`config.mk`:
```
export PLATFORM = sky130hd
export DESIGN_NAME = decimal_text_to_fixed_point_top
export DESIGN_NICKNAME = d
export VERILOG_FILES = /design/src/dtf_pkg.sv /design/src/dtf_front.sv /design/src/dtf_queue.sv /design/src/dtf_back.sv /design/src/decimal_text_to_fixed_point_top.sv
export SDC_FILE = /design/constraint.sdc
export NUM_CORES = 1
export LEC_CHECK = 0
export BUFFER_PORTS_ARGS = -buffer_cell sky130_fd_sc_hd__buf_2
export CAP_MARGIN = 5
export CORE_MARGIN = 8
export CORE_UTILIZATION = 35
export DETAILED_ROUTE_END_ITERATION = 7
export PLACE_DENSITY = 0.6
export SETUP_SLACK_MARGIN = 0.2
export SYNTH_ARGS = -nofsm -noshare
export SYNTH_HDL_FRONTEND = slang
export SYNTH_SLANG_ARGS = --single-unit
export TNS_END_PERCENT = 30
```
`constraint.sdc`:
```
create_clock -name clock -period 6.5 [get_ports clock]
set_input_delay 1.3 -clock clock [delete_from_list [all_inputs] [get_ports clock]]
set_output_delay 1.3 -clock clock [all_outputs]
set_load 0.005 [all_outputs]
```
`src/dtf_pkg.sv`:
```
// Shared types and constants for the decimal text to fixed point converter.
package dtf_pkg;

   // ASCII codes the front end looks for
   localparam logic [7:0] CH_NUL   = 8'd0;
   localparam logic [7:0] CH_ZERO  = 8'd48;
   localparam logic [7:0] CH_NINE  = 8'd57;
   localparam logic [7:0] CH_POINT = 8'd46;
   localparam logic [7:0] CH_COMMA = 8'd44;
   localparam logic [7:0] CH_PLUS  = 8'd43;
   localparam logic [7:0] CH_MINUS = 8'd45;

   localparam int DIGIT_W    = 4;
   localparam int GUARD_BITS = 4;
   localparam int VALUE_W    = 64;

   // Powers of ten for the fraction step table
   localparam logic [63:0] POW10 [16] = '{
      64'd1, 64'd10, 64'd100, 64'd1000, 64'd10000, 64'd100000, 64'd1000000,
      64'd10000000, 64'd100000000, 64'd1000000000, 64'd10000000000,
      64'd100000000000, 64'd1000000000000, 64'd10000000000000,
      64'd100000000000000, 64'd1000000000000000
   };

   // Class of one character after the front end has looked at it
   typedef enum logic [2:0] {
      KIND_DIGIT,
      KIND_SEP,
      KIND_POS,
      KIND_NEG,
      KIND_BAD,
      KIND_END
   } kind_type;

   typedef struct packed {
      kind_type             kind;
      logic [DIGIT_W-1:0]   digit;
   } item_type;

endpackage

```
`src/dtf_front.sv`:
```
// Front end: accept characters, classify them and hand them to the queue.
module dtf_front (
   input  logic               clock,
   input  logic               reset,
   input  logic               req_tvalid,
   output logic               req_tready,
   input  logic [7:0]         req_tdata,   // [7:0] ch
   output logic               push_valid,
   input  logic               push_ready,
   output dtf_pkg::item_type  push_item
);

   logic at_start_ff;
   logic at_start_in;
   logic accept;
   logic [7:0] ch;

   assign ch         = req_tdata;
   assign req_tready = push_ready;
   assign push_valid = req_tvalid;
   assign accept     = req_tvalid && push_ready;

   // Classify the character; a sign counts only as the first one
   always_comb begin
      push_item.digit = dtf_pkg::DIGIT_W'(ch - dtf_pkg::CH_ZERO);
      priority if (ch == dtf_pkg::CH_NUL) begin
         push_item.kind = dtf_pkg::KIND_END;
      end else if (at_start_ff && ch == dtf_pkg::CH_PLUS) begin
         push_item.kind = dtf_pkg::KIND_POS;
      end else if (at_start_ff && ch == dtf_pkg::CH_MINUS) begin
         push_item.kind = dtf_pkg::KIND_NEG;
      end else if (ch == dtf_pkg::CH_POINT || ch == dtf_pkg::CH_COMMA) begin
         push_item.kind = dtf_pkg::KIND_SEP;
      end else if (ch >= dtf_pkg::CH_ZERO && ch <= dtf_pkg::CH_NINE) begin
         push_item.kind = dtf_pkg::KIND_DIGIT;
      end else begin
         push_item.kind = dtf_pkg::KIND_BAD;
      end
   end

   // Track the first character of each number
   always_comb begin
      at_start_in = at_start_ff;
      if (accept) begin
         at_start_in = (ch == dtf_pkg::CH_NUL);
      end
   end

   always_ff @(posedge clock) begin
      if (reset) begin
         at_start_ff <= 1'b1;
      end else begin
         at_start_ff <= at_start_in;
      end
   end

endmodule

```
`src/dtf_queue.sv`:
```
// Two-entry queue of classified characters between front and back end.
module dtf_queue (
   input  logic               clock,
   input  logic               reset,
   input  logic               push_valid,
   output logic               push_ready,
   input  dtf_pkg::item_type  push_item,
   output logic               pop_valid,
   input  logic               pop,
   output dtf_pkg::item_type  pop_item
);

   localparam int DEPTH = 2;

   dtf_pkg::item_type entry_ff [DEPTH];
   logic       wr_ptr_ff, wr_ptr_in;
   logic       rd_ptr_ff, rd_ptr_in;
   logic [1:0] count_ff, count_in;
   logic       do_push, do_pop;

   assign push_ready = (count_ff != 2'(DEPTH));
   assign pop_valid  = (count_ff != 2'd0);
   assign pop_item   = entry_ff[rd_ptr_ff];
   assign do_push    = push_valid && push_ready;
   assign do_pop     = pop && pop_valid;

   // Advance pointers and count
   always_comb begin
      wr_ptr_in = do_push ? ~wr_ptr_ff : wr_ptr_ff;
      rd_ptr_in = do_pop  ? ~rd_ptr_ff : rd_ptr_ff;
      count_in  = count_ff + 2'(do_push) - 2'(do_pop);
   end

   always_ff @(posedge clock) begin
      if (reset) begin
         wr_ptr_ff <= 1'b0;
         rd_ptr_ff <= 1'b0;
         count_ff  <= 2'd0;
      end else begin
         wr_ptr_ff <= wr_ptr_in;
         rd_ptr_ff <= rd_ptr_in;
         count_ff  <= count_in;
      end
   end

   // Store the pushed request
   always_ff @(posedge clock) begin
      if (do_push) begin
         entry_ff[wr_ptr_ff] <= push_item;
      end
   end

endmodule

```
`src/dtf_back.sv`:
```
// Back end: accumulate digits, finish the number, saturate and hold the result.
module dtf_back #(
   parameter int INT_BITS        = 32,
   parameter int FRAC_BITS       = 32,
   parameter int MAX_FRAC_DIGITS = 10
) (
   input  logic               clock,
   input  logic               reset,
   input  logic               q_valid,
   input  dtf_pkg::item_type  q_item,
   output logic               q_pop,
   output logic               rsp_tvalid,
   input  logic               rsp_tready,
   output logic [63:0]        rsp_value,
   output logic               rsp_ovf,
   output logic               rsp_bad
);

   localparam int TOTAL = INT_BITS + FRAC_BITS;
   localparam int FW    = FRAC_BITS + dtf_pkg::GUARD_BITS;
   localparam int AW    = INT_BITS + 4;
   localparam int POS_W = $clog2(MAX_FRAC_DIGITS + 2);
   localparam int TAB   = 1 << POS_W;
   localparam logic [INT_BITS-1:0] INT_LIM   = {1'b1, {(INT_BITS-1){1'b0}}};
   localparam logic [TOTAL-1:0]    MAG_POS   = {1'b0, {(TOTAL-1){1'b1}}};
   localparam logic [TOTAL-1:0]    MAG_NEG   = {1'b1, {(TOTAL-1){1'b0}}};
   localparam logic [FW:0]         ROUND_ADD = (FW+1)'(1 << (dtf_pkg::GUARD_BITS - 1));

   // Fraction step table: floor(2^FW / 10^k), zero outside the used positions
   logic [FW-1:0] step_tab [TAB];
   for (genvar k = 0; k < TAB; k++) begin : g_step
      if (k >= 1 && k <= MAX_FRAC_DIGITS) begin : g_used
         localparam logic [63:0] STEP = (64'd1 << FW) / dtf_pkg::POW10[k];
         assign step_tab[k] = STEP[FW-1:0];
      end else begin : g_zero
         assign step_tab[k] = '0;
      end
   end

   // Accumulator state
   logic [INT_BITS-1:0] int_ff, int_in;
   logic [FW-1:0]       frac_ff, frac_in;
   logic                point_ff, point_in;
   logic [POS_W-1:0]    pos_ff, pos_in;
   logic                neg_ff, neg_in;
   logic                ovf_ff, ovf_in;
   logic                bad_ff, bad_in;

   // Finish stage
   logic                fin_valid_ff, fin_valid_in;
   logic [TOTAL-1:0]    fin_mag_ff;
   logic                fin_neg_ff, fin_ovf_ff, fin_bad_ff;

   // Output register
   logic                out_valid_ff, out_valid_in;
   logic [63:0]         out_value_ff;
   logic                out_ovf_ff, out_bad_ff;

   logic                out_free, fin_free, fin_move, head_end, end_pop;
   logic [AW-1:0]       int_next;
   logic [FW-1:0]       frac_step;
   logic [FW:0]         frac_round;
   logic [TOTAL-1:0]    mag_now;
   logic                sat;
   logic [TOTAL-1:0]    mag_sel, val;

   assign out_free = !out_valid_ff || rsp_tready;
   assign fin_move = fin_valid_ff && out_free;
   assign fin_free = !fin_valid_ff || out_free;
   assign head_end = (q_item.kind == dtf_pkg::KIND_END);
   assign q_pop    = q_valid && (!head_end || fin_free);
   assign end_pop  = q_pop && head_end;

   // Digit arithmetic
   assign int_next  = ({4'b0, int_ff} << 3) + ({4'b0, int_ff} << 1)
                      + AW'(q_item.digit);
   assign frac_step = FW'(step_tab[pos_ff] * FW'(q_item.digit));

   // Round the fraction and join it to the integer part
   assign frac_round = ((FW+1)'(frac_ff) + ROUND_ADD) >> dtf_pkg::GUARD_BITS;
   assign mag_now    = {int_ff, {FRAC_BITS{1'b0}}} + TOTAL'(frac_round);

   // Apply one request to the accumulators
   always_comb begin
      int_in   = int_ff;
      frac_in  = frac_ff;
      point_in = point_ff;
      pos_in   = pos_ff;
      neg_in   = neg_ff;
      ovf_in   = ovf_ff;
      bad_in   = bad_ff;
      if (q_pop) begin
         unique case (q_item.kind)
            dtf_pkg::KIND_DIGIT: begin
               if (!point_ff) begin
                  if (int_next > AW'(INT_LIM)) begin
                     int_in = INT_LIM;
                     ovf_in = 1'b1;
                  end else begin
                     int_in = int_next[INT_BITS-1:0];
                  end
               end else if (pos_ff <= POS_W'(MAX_FRAC_DIGITS)) begin
                  frac_in = frac_ff + frac_step;
                  pos_in  = pos_ff + POS_W'(1);
               end
            end
            dtf_pkg::KIND_SEP: point_in = 1'b1;
            dtf_pkg::KIND_POS: neg_in = 1'b0;
            dtf_pkg::KIND_NEG: neg_in = 1'b1;
            dtf_pkg::KIND_BAD: bad_in = 1'b1;
            dtf_pkg::KIND_END: begin
               int_in   = '0;
               frac_in  = '0;
               point_in = 1'b0;
               pos_in   = POS_W'(1);
               neg_in   = 1'b0;
               ovf_in   = 1'b0;
               bad_in   = 1'b0;
            end
            default: bad_in = bad_ff;
         endcase
      end
   end

   always_ff @(posedge clock) begin
      if (reset) begin
         int_ff   <= '0;
         frac_ff  <= '0;
         point_ff <= 1'b0;
         pos_ff   <= POS_W'(1);
         neg_ff   <= 1'b0;
         ovf_ff   <= 1'b0;
         bad_ff   <= 1'b0;
      end else begin
         int_ff   <= int_in;
         frac_ff  <= frac_in;
         point_ff <= point_in;
         pos_ff   <= pos_in;
         neg_ff   <= neg_in;
         ovf_ff   <= ovf_in;
         bad_ff   <= bad_in;
      end
   end

   // Capture the finished magnitude on end of number
   assign fin_valid_in = end_pop || (fin_valid_ff && !out_free);

   always_ff @(posedge clock) begin
      if (reset) begin
         fin_valid_ff <= 1'b0;
      end else begin
         fin_valid_ff <= fin_valid_in;
      end
   end

   always_ff @(posedge clock) begin
      if (end_pop) begin
         fin_mag_ff <= mag_now;
         fin_neg_ff <= neg_ff;
         fin_ovf_ff <= ovf_ff;
         fin_bad_ff <= bad_ff;
      end
   end

   // Saturate and apply the sign
   assign sat     = fin_ovf_ff || (fin_neg_ff ? (fin_mag_ff > MAG_NEG)
                                              : (fin_mag_ff > MAG_POS));
   assign mag_sel = sat ? (fin_neg_ff ? MAG_NEG : MAG_POS) : fin_mag_ff;
   assign val     = fin_neg_ff ? (TOTAL'(0) - mag_sel) : mag_sel;

   // Hold the result until it is taken
   assign out_valid_in = fin_move || (out_valid_ff && !rsp_tready);

   always_ff @(posedge clock) begin
      if (reset) begin
         out_valid_ff <= 1'b0;
      end else begin
         out_valid_ff <= out_valid_in;
      end
   end

   always_ff @(posedge clock) begin
      if (fin_move) begin
         out_value_ff <= 64'(signed'(val));
         out_ovf_ff   <= sat;
         out_bad_ff   <= fin_bad_ff;
      end
   end

   assign rsp_tvalid = out_valid_ff;
   assign rsp_value  = out_value_ff;
   assign rsp_ovf    = out_ovf_ff;
   assign rsp_bad    = out_bad_ff;

endmodule

```
`src/decimal_text_to_fixed_point_top.sv`:
```
// Top level of the decimal text to fixed point converter.
//
//   channel  direction  handshake              payload
//   req      in         req_tvalid/req_tready  req_tdata[7:0] = ch
//   rsp      out        rsp_tvalid/rsp_tready  rsp_tdata[63:0] = value,
//                                              rsp_tuser[0] = overflow, [1] = bad_char
//
// One character a cycle is taken, sustained, as long as results are drained.
// A result becomes valid once its NUL has passed the queue, which is written at the
// edge that takes the NUL, then the finish stage, then the output register.
// The two-entry queue lets the front end keep taking requests while a result
// waits on rsp_tready; req_tready falls only when the queue is full.
// Synchronous reset clears all accumulators, the queue and both valid flags.
module decimal_text_to_fixed_point_top #(
   parameter int INT_BITS        = 32,
   parameter int FRAC_BITS       = 32,
   parameter int MAX_FRAC_DIGITS = 10
) (
   input  logic        clock,
   input  logic        reset,
   input  logic        req_tvalid,
   output logic        req_tready,
   input  logic [7:0]  req_tdata,   // [7:0] ch
   output logic        rsp_tvalid,
   input  logic        rsp_tready,
   output logic [63:0] rsp_tdata,   // [63:0] value
   output logic [1:0]  rsp_tuser    // [0] overflow, [1] bad_char
);

   localparam int TOTAL = INT_BITS + FRAC_BITS;
   localparam logic [TOTAL-1:0] MAG_POS = {1'b0, {(TOTAL-1){1'b1}}};
   localparam logic [63:0]      SAT_POS = 64'(signed'(MAG_POS));
   localparam logic [63:0]      SAT_NEG = 64'(signed'(~MAG_POS));

   dtf_pkg::item_type push_item, pop_item;
   logic push_valid, push_ready, pop_valid, pop;
   logic rsp_ovf, rsp_bad;

   dtf_front u_front (
      .clock      (clock),
      .reset      (reset),
      .req_tvalid (req_tvalid),
      .req_tready (req_tready),
      .req_tdata  (req_tdata),
      .push_valid (push_valid),
      .push_ready (push_ready),
      .push_item  (push_item)
   );

   dtf_queue u_queue (
      .clock      (clock),
      .reset      (reset),
      .push_valid (push_valid),
      .push_ready (push_ready),
      .push_item  (push_item),
      .pop_valid  (pop_valid),
      .pop        (pop),
      .pop_item   (pop_item)
   );

   dtf_back #(
      .INT_BITS        (INT_BITS),
      .FRAC_BITS       (FRAC_BITS),
      .MAX_FRAC_DIGITS (MAX_FRAC_DIGITS)
   ) u_back (
      .clock      (clock),
      .reset      (reset),
      .q_valid    (pop_valid),
      .q_item     (pop_item),
      .q_pop      (pop),
      .rsp_tvalid (rsp_tvalid),
      .rsp_tready (rsp_tready),
      .rsp_value  (rsp_tdata),
      .rsp_ovf    (rsp_ovf),
      .rsp_bad    (rsp_bad)
   );

   assign rsp_tuser = {rsp_bad, rsp_ovf};

`ifndef SYNTHESIS
   // No result may be pending right after reset
   a_reset_empty: assert property (@(posedge clock) reset |=> !rsp_tvalid)
      else $error("result valid right after reset");

   // A saturated result is exactly the most positive or most negative value
   a_sat_value: assert property (@(posedge clock) disable iff (reset)
      rsp_tvalid && rsp_tuser[0] |-> rsp_tdata == SAT_POS || rsp_tdata == SAT_NEG)
      else $error("overflow flagged on a value that is not saturated");

   // Every result is a sign-extended value of the configured width
   a_sign_ext: assert property (@(posedge clock) disable iff (reset)
      rsp_tvalid |-> (&rsp_tdata[63:TOTAL-1]) || !(|rsp_tdata[63:TOTAL-1]))
      else $error("result not sign-extended from its fixed-point width");
`endif

endmodule

```
==> flow_results.org <==
** Outcome
- The run finished with clean final reports.

** Global routing
- After global routing the overflow that remains totals 0.
- Entering global routing, the biggest net connects 67 pins.
- The first global-routing pass estimated 84.86 mm of wire.
- The initial antenna violation count was 1.
- For this run, the total global-route usage over all layers was measured as 16.45%.
- The via count of the first global-routing pass is 15510.

** Yosys
- Number of flops mapped to enable cells by yosys :: 147
- Synthesis produced a netlist whose cell count is 2165.
- Net count after synthesis :: 2394
- Mapped cell area :: 18910 um^2
- Post-synth top flop :: sky130_fd_sc_hd__edfxtp_1
- Average instance area after synthesis :: 8.733 um^2
- Yosys cell types :: 85
- Async SR Flop Fraction :: 0%
- Yosys printed 0 warnings.
- Yosys reg bits :: 231
- For this run, the register share of the synthesized area comes to 32.24%.

** Critical path
- STA puts the critical path data arrival time at 6.49 ns.
- In this run the number of cells on the critical path is 24.
- Broken down by cell family, the worst path's largest delay share belongs to adder cells.
- Most common cell on crit path :: sky130_fd_sc_hd__a21o_1
- The largest single stage delay on the critical path is 0.53 ns.
- The critical path contains buffers and inverters numbering 6 combined.
- The signal on the critical path passes through clkinvlp_4, ha_2, nand2_1, a21o_1, nand2b_1, fa_1, inv_1, fa_1, inv_1, fa_1, inv_1, ha_1, a21o_1, a21o_1, a21o_1, nand2b_1, a2111oi_4, buf_4, o21ai_0, buf_4, a221o_1, a31oi_1, xnor2_1, a22o_1.
- Critical-path top delay cell :: sky130_fd_sc_hd__fa_1
- STA classifies the critical path endpoint as a register.
- Worst Path Max Fanout :: 7
- R2r setup slk :: 0.45 ns
- Data required time of the worst path :: 6.94 ns
- Number of cell instances on the worst register-to-register path :: 24
- The critical path in this run is classified as reg -> reg.
- STA classifies the critical path startpoint as a register.

** Placement
- HPWL after detailed placement :: 41.78 mm
- Area after detailed placement :: 20090 um^2
- During placement, the flow inserted port buffers numbering 79.
- The congestion estimate from routability-driven global placement came to 0.9495.
- At the placement stage, the worst setup path has a slack of 0.2035 ns.

** STA
- Minimum clock period :: 6.052 ns
- On the final layout, the worst hold slack is 0.4342 ns.
- Final setup violation count :: 0
- Total negative setup slack :: 0 ns
- Fmax :: 0.1652 GHz
- Worst Setup Slack, final :: 0.4484 ns
- Headroom to the max-slew limit came out at 20.91%.
- Transition time at the pin with the least slew margin :: 1.181 ns
- The count of pins over their slew limit came to 0.
- Final Cycle Share :: 93.10%
- Setup repair after global routing could not meet its margin everywhere.
- The clock arrives with 0.02997 ns of skew.
- Final hold vios :: 0

** Floorplan
- Area enclosed by the die boundary :: 61710 um^2
- Standard-cell rows :: 85
- Initial cell density of the core :: 35.27%
- X dimension of the die :: 248.4 um
- The die is 248.4 um tall.
- In this run the count of I/O pins placed on the die edge is 80.
- After floorplanning, the core was sized to cover 53600 um^2.

** Route
- The first routing iteration left 1326 violations.
- In the final routed layout, each cell accounts on average for 18.03 um.
- First-pass iteration count of the detailed router :: 6
- Overall via count from detail_route :: 16050
- DRC :: 0
- Number of routed nets with antenna violations :: 0
- Using the TritonRoute via totals, the vias-per-cell ratio works out to 5.478.
- Wire length after detailed routing :: 52.82 mm

** Min path
- The worst hold path passes through 0 cells.
- HP Class :: reg -> reg

** Power
- Worst vdd rail ir drop :: 0.2931 mV
- Total power divided by cell area :: 467.5 nW/um^2
- Leakage Power :: 0.008770 uW

** Clock tree
- Buffers inserted to repair hold after CTS numbered 0.
- No sink is reached through more buffers than the 3 on the longest clock path.
- TritonCTS buffer count :: 27
- Maximum level of the CTS H-tree :: 1
- TritonCTS built the clock tree.
- Insertion delay of the later-clocked pin in the worst-skew pair :: 0.57 ns
- In this run the clock root is driven by a sky130_fd_sc_hd__clkbuf_16.
- Clock net sink count :: 231
- Clk pin slew, worst setup/hold paths :: 0.06 ns

** Final layout
- Layout net count :: 2441
- Cells fill 39.26% of the core in the end.
- 0 antenna diodes ended up in the layout.
- The library cell used most frequently in the layout, excluding fill and tap cells, is sky130_fd_sc_hd__nor2_1.
- Compared with the post-synthesis result, the final layout area differs by 11.30%.
- The library cells used most frequently in the layout, excluding fill and tap cells, are sky130_fd_sc_hd__nor2_1, sky130_fd_sc_hd__inv_1, sky130_fd_sc_hd__nand2_1.
- Finished layout cell area :: 21040 um^2
- Share of final-layout standard cells stronger than drive strength 1 :: 9.091%

** Run
- Across the run, the number of max-cap violations was 0.
[worst register-to-register path, stage by stage, from the launching register on]
cell                         delay, ns
sky130_fd_sc_hd__dfxtp_2          0.43
sky130_fd_sc_hd__clkinvlp_4       0.16
sky130_fd_sc_hd__ha_2             0.39
sky130_fd_sc_hd__nand2_1          0.12
sky130_fd_sc_hd__a21o_1           0.27
sky130_fd_sc_hd__nand2b_1         0.18
sky130_fd_sc_hd__fa_1             0.51
sky130_fd_sc_hd__inv_1            0.05
sky130_fd_sc_hd__fa_1             0.53
sky130_fd_sc_hd__inv_1            0.06
sky130_fd_sc_hd__fa_1             0.49
sky130_fd_sc_hd__inv_1            0.04
sky130_fd_sc_hd__ha_1             0.37
sky130_fd_sc_hd__a21o_1           0.23
sky130_fd_sc_hd__a21o_1           0.18
sky130_fd_sc_hd__a21o_1           0.20
sky130_fd_sc_hd__nand2b_1         0.18
sky130_fd_sc_hd__a2111oi_4        0.36
sky130_fd_sc_hd__buf_4            0.17
sky130_fd_sc_hd__o21ai_0          0.06
sky130_fd_sc_hd__buf_4            0.16
sky130_fd_sc_hd__a221o_1          0.30
sky130_fd_sc_hd__a31oi_1          0.20
sky130_fd_sc_hd__xnor2_1          0.08
sky130_fd_sc_hd__a22o_1           0.19
[what timing repair did]
action                     CTS  global route
pin swaps                    0             1
resized for setup            1            12
gates cloned                 0             0
setup endpoints to repair    2            42
buffers inserted             0             3
[path summary, 6_finish.rpt]
kind | from | end
worst min register to register | u_back.fin_bad_ff | u_back.rsp_bad
worst max-delay path | u_back.pos_ff[0] | u_back.frac_ff[34]
worst max register to register | u_back.pos_ff[0] | u_back.frac_ff[34]
worst min-delay path | u_back.fin_bad_ff | u_back.rsp_bad
[final cells by class]
type                    instances  area (um^2)
flip-flops and latches        231         6098
clock inverters                19        193.9
inverters                     223        840.8
well taps                     696        870.8
clock buffers                  31        690.7
repair buffers                115        665.6
fillers                      5351        32560
multi-input cells            1614        11680
[cell families after synthesis]
| logic type | after synthesis | share of synthesized area, % |
|---|---|---|
| compound gates | 500 | 17.70 |
| xor+xnor | 120 | 5.559 |
| fa+ha+maj | 217 | 17.89 |
| buf+inv | 320 | 6.492 |
| flops | 231 | 32.24 |
| mux | 25 | 1.330 |
| simple gates | 752 | 18.78 |
[synth_stat cells, types with 14 or more instances]
library cell               count  area [um^2]
sky130_fd_sc_hd__nand3_1      57        285.3
sky130_fd_sc_hd__xnor2_1      84        735.7
sky130_fd_sc_hd__fa_1         89         1782
sky130_fd_sc_hd__mux2i_1      24        240.2
sky130_fd_sc_hd__nand4_1      24        150.1
sky130_fd_sc_hd__nor4_1       25        156.4
sky130_fd_sc_hd__xor2_1       36        315.3
sky130_fd_sc_hd__a32o_1       22        220.2
sky130_fd_sc_hd__edfxtp_1    147         4414
sky130_fd_sc_hd__and3_1       21        131.4
sky130_fd_sc_hd__a21oi_1     121        605.6
sky130_fd_sc_hd__or3_1        20        125.1
sky130_fd_sc_hd__a22oi_1      19        142.6
sky130_fd_sc_hd__o22ai_1      25        156.4
sky130_fd_sc_hd__o211ai_1     15        112.6
sky130_fd_sc_hd__a21o_1       34        255.2
sky130_fd_sc_hd__nand2_1     152        570.6
sky130_fd_sc_hd__inv_1       222        833.3
sky130_fd_sc_hd__o31ai_1      14        105.1
sky130_fd_sc_hd__nor3_1       78        390.4
sky130_fd_sc_hd__a211oi_1     14        105.1
sky130_fd_sc_hd__a31oi_1      20        125.1
sky130_fd_sc_hd__o21a_1       22        165.2
sky130_fd_sc_hd__ha_1        128         1602
sky130_fd_sc_hd__nor2_1      292         1096
sky130_fd_sc_hd__dfxtp_1      84         1682
sky130_fd_sc_hd__nand2b_1     20        125.1
sky130_fd_sc_hd__clkbuf_1     84        315.3
sky130_fd_sc_hd__o21ai_0      93        465.5
[where the power goes]
group / internal (uW) / leakage, uW / total [uW] / switching, uW
registers: 1870 / 0.00203 / 2130 / 260
logic: 2510 / 0.00633 / 6200 / 3690
clock network: 887 / 0.000418 / 1510 / 621
[registers in the layout, indices dropped and copies added, names as in the netlist, 2 cells and up, named ones only]
register           count
u_queue.count_ff       2
u_back.int_ff         32
u_back.fin_mag_ff     64
u_queue.entry_ff      14
u_back.pos_ff          4
u_back.rsp_value      64
u_back.frac_ff        36
[through the flow]
| step | total power [uW] | cells |
|---|---|---|
| CTS | 9795 | 2926 |
| finish | 9838 | 2929 |
| global placement | 8144 | 2876 |
| global route | 10810 | 2929 |
| floorplan | 6758 | 2165 |
| detailed placement | 8229 | 2876 |
[metal layers]
metal / track usage (%) / vias up / share of wire, %
li1: - / 7771 / -
met1: 21.92 / 7688 / 45
met2: 28.18 / 504 / 47
met3: 1.784 / 80 / 5.7
met4: 4.273 / 2 / 2.2
met5: 0 / - / 0.019
(Power assumes the default switching activity.)
